[src/rtl/core/nm3_pkg.sv]
// Shared types and widths for the 3x3 normal matrix block.
package nm3_pkg;

    localparam int ELEM_W = 16;
    localparam int COF_W  = 33;   // |C| <= 2^31, signed
    localparam int DET_W  = 50;   // |D| < 2^48, signed, one guard bit
    localparam int CM_W   = 32;   // cofactor magnitude
    localparam int DM_W   = 48;   // determinant magnitude
    localparam int Q_W    = 33;   // quotient bits kept before clamping
    localparam int OUT_W  = 32;
    localparam int NUM_EL = 9;

    typedef logic signed [ELEM_W-1:0] elem_t;
    typedef logic signed [COF_W-1:0]  cof_t;
    typedef logic signed [DET_W-1:0]  det_t;
    typedef logic [OUT_W-1:0]         res_t;

    // One classified item handed from the front to the back part
    typedef struct packed {
        logic [NUM_EL-1:0][CM_W-1:0] cmag;
        logic [NUM_EL-1:0]           neg;
        logic [DM_W-1:0]             dmag;
        logic                        singular;
    } work_t;

endpackage

[src/rtl/core/nm3_queue.sv]
// Short queue that parts the front from the back.
module nm3_queue #(
    parameter int DEPTH = 2
) (
    input  logic           clk,
    input  logic           rst_n,
    input  logic           push,
    input  nm3_pkg::work_t push_data,
    output logic           pop_valid,
    output nm3_pkg::work_t pop_data
);
    import nm3_pkg::*;

    localparam int PW = (DEPTH > 1) ? $clog2(DEPTH) : 1;

    work_t          mem_reg [0:DEPTH-1];
    logic [PW-1:0]  wr_reg, rd_reg;
    logic [PW:0]    cnt_reg;

    // The back part never stalls, so the queue drains every cycle it holds an item
    assign pop_valid = (cnt_reg != '0);
    assign pop_data  = mem_reg[rd_reg];

    always_ff @(posedge clk)
    begin
        if (push)
            mem_reg[wr_reg] <= push_data;
    end

    always_ff @(posedge clk or negedge rst_n)
    begin
        if (!rst_n)
        begin
            wr_reg  <= '0;
            rd_reg  <= '0;
            cnt_reg <= '0;
        end
        else
        begin
            if (push)
                wr_reg <= (wr_reg == PW'(DEPTH-1)) ? '0 : wr_reg + 1'b1;
            if (pop_valid)
                rd_reg <= (rd_reg == PW'(DEPTH-1)) ? '0 : rd_reg + 1'b1;
            cnt_reg <= cnt_reg + (PW+1)'(push) - (PW+1)'(pop_valid);
        end
    end

endmodule

[config.mk]
export PLATFORM = sky130hd
export DESIGN_NAME = nm3_queue
export DESIGN_NICKNAME = d
export VERILOG_FILES = /design/src/rtl/core/nm3_pkg.sv /design/src/rtl/core/nm3_queue.sv
export SDC_FILE = /design/constraint.sdc
export NUM_CORES = 1
export LEC_CHECK = 0
export ABC_CLOCK_PERIOD_IN_PS = 20000
export BUFFER_PORTS_ARGS = -buffer_cell sky130_fd_sc_hd__clkbuf_2
export CORE_AREA = 5 5 265 267
export DETAILED_ROUTE_END_ITERATION = 6
export DIE_AREA = 0 0 270 272
export GPL_ROUTABILITY_DRIVEN = 0
export PLACE_DENSITY_LB_ADDON = 0.3
export SYNTH_ARGS = -nofsm -noshare
export SYNTH_HDL_FRONTEND = slang
export SYNTH_SLANG_ARGS = --single-unit
[constraint.sdc]
create_clock -name clk -period 20 [get_ports clk]
set_input_delay 2 -clock clk [delete_from_list [all_inputs] [get_ports clk]]
set_output_delay 2 -clock clk [all_outputs]
set_load 0.02 [all_outputs]
==> qor.yml, run 1 <==
timing:
  setup_viol: 0
  max_freq_ghz: 0.142
  worstMarginPinSlew_ns: 1.21
  fin_worst_skew_ns: 0.0131
  max-slew-margin-rel_pct: 19.1
  layout_min_cycle_time_ns: 7.02
  rsz0062_at_grt: "false"
  drv_slew: 0
  finalSetupTns_ns: 0
  hold_viol_final: 0
  finalCritPeriodShare_pct: 35.1
global_routing:
  grt_pass1_vias: 14050
  antenna_found_initial: 12
  grt_max_degree: 155
  overflow: 0
  grt_pass1_wl_mm: 90.7
  track_usage_pct: 16.4
worst_setup_path:
  crit_buf_inv: 4
  cpPeakStageDelay_ns: 1.11
  ff2ff_setup_slack_ns: 16.93
  cp.required_ns: 18.00
  end_kind: "primary output"
  cp_common_cell: "buf_4"
  path_cells: "buf_4 > buf_4 > buf_4 > mux2_2 > clkbuf_2"
  cp_slowest_cell: "dfrtp_4"
  crit_arrival_ns: 5.02
  path_class: "reg2out"
  start_kind: "register"
  crit_fanout: 65
  cp_top_family: "buffers and inverters"
synth:
  synth_top_area_share_pct: 77.5
  async_flop_share_pct: 0.575
  netlist_instances: 1090
  ys_seq_area_share_pct: 77.9
  syn_avg_cell_area_sq_um: 24.6
  yosys.cell_count.top_type: "edfxtp_1"
  netlist_top_cells_count: "692 x edfxtp_1, 330 x mux2_4, 33 x buf_12, 16 x mux2_2, 5 x buf_6"
  synth_top_area_cell: "edfxtp_1"
  synth_ff_type: "edfxtp_1"
  synth-seq-cells: 696
  synthDistinctLibCells: 14
  yosys_warnings: 0
  synth_nets: 1440
  synth-edff-count: 692
  synthesis.area_sq_um: 26800
  netlist_top_cells_area: "edfxtp_1 78%, mux2_4 18%, buf_12 2.5%"
route:
  remaining_drc_errors: 0
  ant_nets: 0
  drtIter0Drc: 840
  vias_per_cell: 4.72
  drt_wl_total_mm: 63.3
  vias: 13153
  drt-pass1-iter-count: 4
  wl_per_cell_microns: 22.7
floorplan:
  coreArea_sq_um: 67900
  initial_core_util_pct: 39.5
  die_area_sq_um: 73400
  die_w_microns: 270
  die_y_microns: 272
  ioPinCount: 696
  core.rowCount: 96
clock_tree:
  holdBufCountCts: 0
  cts_buffers: 75
  cts_max_level: 3
  clock_sinks: 696
  clockBufferDepth: 3
  insertion_delay_ns: 0.61
  path_clk_slew_ns: 0.06
  cts_resized: 0
  clock-root-buffer: "clkbuf_16"
  cts_setup_buffers: 0
  tritoncts: "yes"
power_and_ir_drop:
  peakVddDrop_v: 0.0000947
  switching_share_pct: 32.4
  p_sw_w: 0.00166
  powerDensity_nw_per_um2: 154
  clock_power_share_pct: 26.3
  power_leakage_nw: 13.5
  p_int_w: 0.00346
  combPwrFrac_pct: 33.9
  seq_power_share_pct: 39.8
layout:
  largest_register_ffs: 692
  nNetsFinal: 2187
  syn2layout_area_growth_pct: 24.0
  final_area_sq_um: 33200
  final_util_pct: 49.0
  drive_above_1_share_pct: 61.5
place:
  port_buffers: 695
  dp_hpwl_mm: 44.8
  place_area_sq_um: 30800
run:
  drv_cap: 0
hold_path:
  hold_path_class: "reg2reg"
outcome:
  status: "completed"
-- per-stage QoR --
stage                     power (W)  std cells  hold WS, ns  setup slack, ns
after floorplan             0.00354       1090        0.453             2.04
after detailed placement    0.00382       2642        0.542            13.58
after global routing        0.00533       2784        0.592            12.76
after global placement      0.00381       2642        0.530            13.62
after CTS                   0.00519       2777        0.550            12.89
final                       0.00512       2785        0.551            12.98
-- cell families (layout without fill, tap and decap cells) --
logic type	count (synthesis)	after routing	share of synthesized area [%]
buf+inv	39	844	2.69
simple gates	5	5	0.107
fa+ha+maj	1	1	0.0467
flops	696	696	77.9
xor+xnor	3	3	0.0980
other cells	0	8	0
mux	346	346	19.2
-- power groups by stage --
stage	clock [W]	combinational (W)	sequential, W
6_report	0.00135	0.00173	0.00204
5_1_grt	0.00145	0.00182	0.00206
4_1_cts	0.00139	0.00176	0.00204
3_5_place_dp	0	0.00176	0.00207
3_3_place_gp	0	0.00175	0.00206
2_1_floorplan	0	0.00138	0.00216
-- cell usage in the layout (no fill, tap or decap), types with 2 or more instances in the layout --
cell type   count
buf_4          13
inv_16          2
mux2_2         16
clkbuf_16      75
mux2_4        330
clkbuf_2      695
clkinvlp_4      4
inv_6           4
xor2_1          2
dfrtp_1         3
clkbuf_1       17
diode_2         8
clkinv_2       10
bufinv_16       7
edfxtp_1      692
clkinv_1       12
-- worst paths after layout --
path | to | cells after the start | startpoint
setup / recovery | pop_data[336] | 5 | rd_reg$_DFFE_PN0P_
hold / removal | wr_reg$_DFFE_PN0P_ | 1 | wr_reg$_DFFE_PN0P_
setup reg to reg | mem_reg[1][199]$_DFFE_PP_ | 3 | wr_reg$_DFFE_PN0P_
hold reg to reg | wr_reg$_DFFE_PN0P_ | 1 | wr_reg$_DFFE_PN0P_
max in group asynchronous | rd_reg$_DFFE_PN0P_ | 1 | rst_n
min in group asynchronous | cnt_reg[1]$_DFF_PN0_ | 1 | rst_n
-- layer usage --
layer / up-vias / routed length, microns / track usage (%) / share of wire [%]
met4: 6 / 2060 / 6.19 / 3.3
li1: 5874 / - / - / -
met3: 117 / 5370 / 5.90 / 8.5
met5: - / 47 / 0 / 0.074
met1: 6612 / 23000 / 18.8 / 36
met2: 544 / 32800 / 28.6 / 52
-- final cells by class --
class | instances | area [sq um]
clock inverter | 43 | 477
antenna | 8 | 20.0
sequential | 696 | 20900
multi-input combinational | 355 | 5210
tap | 882 | 1100
clock buffer | 92 | 1940
fill | 5610 | 34600
timing repair buffer | 709 | 3600
Note: power is estimated with default switching activity, not from simulation.
==> inputs of run 2 (changes only) <==
ABC_CLOCK_PERIOD_IN_PS = 6200   (was 20000)
clock period = 6.2 ns   (was 20 ns; I/O delays follow)
==> run 2 against run 1 <==
First-iteration DRC count shrank 3.0%. Cell count shrank 0.25%. Clock power grew to 3.1 times the previous value. Clock-buffer cell count shrank 3. Highest routed layer unchanged.
==> qor.yml, run 2 (same netlist as run 1, synthesis figures left out) <==
global_routing:
  grt_pass1_vias: 13900
  grt_pass1_wl_mm: 87.9
  grt_max_degree: 155
  track_usage_pct: 15.8
  overflow: 0
  antenna_found_initial: 12
place:
  dp_cells: 2639
  dp_hpwl_mm: 42.8
  port_buffers: 695
floorplan:
  initial_core_util_pct: 39.5
  core.rowCount: 96
  die_area_sq_um: 73400
  coreArea_sq_um: 67900
  ioPinCount: 696
  die_w_microns: 270
  die_y_microns: 272
layout:
  drive_above_1_share_pct: 61.4
  multi_input_area_sq_um: 5210
  syn2layout_area_growth_pct: 24.0
  seq_area_sq_um: 20900
  final_util_pct: 49.0
  most-common-layout-cells: "695 x clkbuf_2, 692 x edfxtp_1, 330 x mux2_4"
  final_common_cell: "clkbuf_2"
  fin_cells: 2778
  nNetsFinal: 2184
  num-fill-cells: 5645
  largest_register_ffs: 692
outcome:
  status: "completed"
route:
  vias: 12995
  vias_per_cell: 4.68
  ant_nets: 0
  drtIter0Drc: 815
  drt-pass1-iter-count: 4
  wl_per_cell_microns: 21.9
  remaining_drc_errors: 0
  drt_wl_total_mm: 60.9
power_and_ir_drop:
  power_leakage_nw: 13.5
  powerDensity_nw_per_um2: 493
  switching_share_pct: 32.3
  total_power_w: 0.0164
  p_sw_w: 0.00529
  peakVddDrop_v: 0.000339
  clock_power_share_pct: 25.9
  p_int_w: 0.0111
  seq_power_share_pct: 39.8
  combPwrFrac_pct: 34.3
worst_setup_path:
  cp.required_ns: 5.58
  crit_fanout: 106
  cp_slowest_cell: "dfrtp_4"
  endpoint: "pop_data[17]"
  path_cells: "buf_12 > mux2_4 > clkbuf_2"
  path_class: "reg2out"
  cpPeakStageDelay_ns: 0.82
  r2r_end: "mem_reg[0][212]$_DFFE_PP_"
  r2r_cells: 3
  start_kind: "register"
  crit_start: "rd_reg$_DFFE_PN0P_"
  ff2ff_setup_slack_ns: 3.86
  crit_arrival_ns: 2.82
  r2r-start: "wr_reg$_DFFE_PN0P_"
  end_kind: "primary output"
clock_tree:
  path_clk_slew_ns: 0.06
  clock_sinks: 696
  cts_buffers: 74
  tritoncts: "yes"
  cts_max_level: 3
  clockBufferDepth: 3
  clock-root-buffer: "clkbuf_16"
  cts_setup_buffers: 0
  insertion_delay_ns: 0.61
  holdBufCountCts: 1
  cts_resized: 0
timing:
  whs_ns: 0.191
  layout_min_cycle_time_ns: 3.44
  rsz0062_at_grt: "false"
  fin_worst_skew_ns: 0.0295
  finalCritPeriodShare_pct: 55.6
  max-slew-margin-rel_pct: 28.0
  max_freq_ghz: 0.290
  setup_viol: 0
  drv_slew: 0
  hold_viol_final: 0
  worstMarginPinSlew_ns: 1.08
run:
  drv_cap: 0
hold_path:
  hold_path_class: "in2reg"
  whs_path_depth: 1
run 2: per-layer routing:
layer / up-vias / track usage [%] / routed length [microns]
met4: 6 / 5.60 / 1870
met2: 467 / 28.1 / 32100
li1: 5869 / - / -
met1: 6540 / 17.3 / 21900
met5: - / 0 / 45
met3: 113 / 6.22 / 5040
run 2: cell type report:
type / count / share of cell area (%)
Antenna cell: 8 / 0.0603
Clock buffer: 89 / 5.74
Clock inverter: 41 / 1.32
Multi-Input combinational cell: 355 / 15.7
Sequential cell: 696 / 62.9
Tap cell: 882 / 3.32
Timing Repair Buffer: 707 / 11.0
run 2: worst min-delay path by stage:
| stage | from | endpoint |
|---|---|---|
| floorplan | rst_n | cnt_reg[0]$_DFF_PN0_ |
| global placement | rst_n | rd_reg$_DFFE_PN0P_ |
| detailed placement | rst_n | cnt_reg[1]$_DFF_PN0_ |
| CTS | push_data[338] | mem_reg[1][338]$_DFFE_PP_ |
| global route | push_data[27] | mem_reg[1][27]$_DFFE_PP_ |
| finish | push_data[338] | mem_reg[1][338]$_DFFE_PP_ |
run 2: per-stage QoR:
step | TNS [ns] | setup slack, ns | cell area [sq um]
final | 0 | 2.76 | 33200
after global routing | 0 | 2.66 | 33200
after CTS | 0 | 2.72 | 33200
after detailed placement | 0 | 3.41 | 30800
after global placement | 0 | 3.44 | 30800
after floorplan | -8.72 | -0.0252 | 26800
run 2: power by group through the flow:
stage / registers (W) / logic [W] / clock network [W]
detailed placement: 0.00662 / 0.00569 / 0
finish: 0.00652 / 0.00563 / 0.00425
global route: 0.00659 / 0.00589 / 0.00461
CTS: 0.00653 / 0.00571 / 0.00440
floorplan: 0.00665 / 0.00445 / 0
global placement: 0.00658 / 0.00567 / 0
run 2: worst max-delay path, delay by kind of cell, from the launching register on:
kind	cells	cell delay (ns)
buffers and inverters	2	0.69
multiplexers	1	0.36
flip-flops	1	0.82
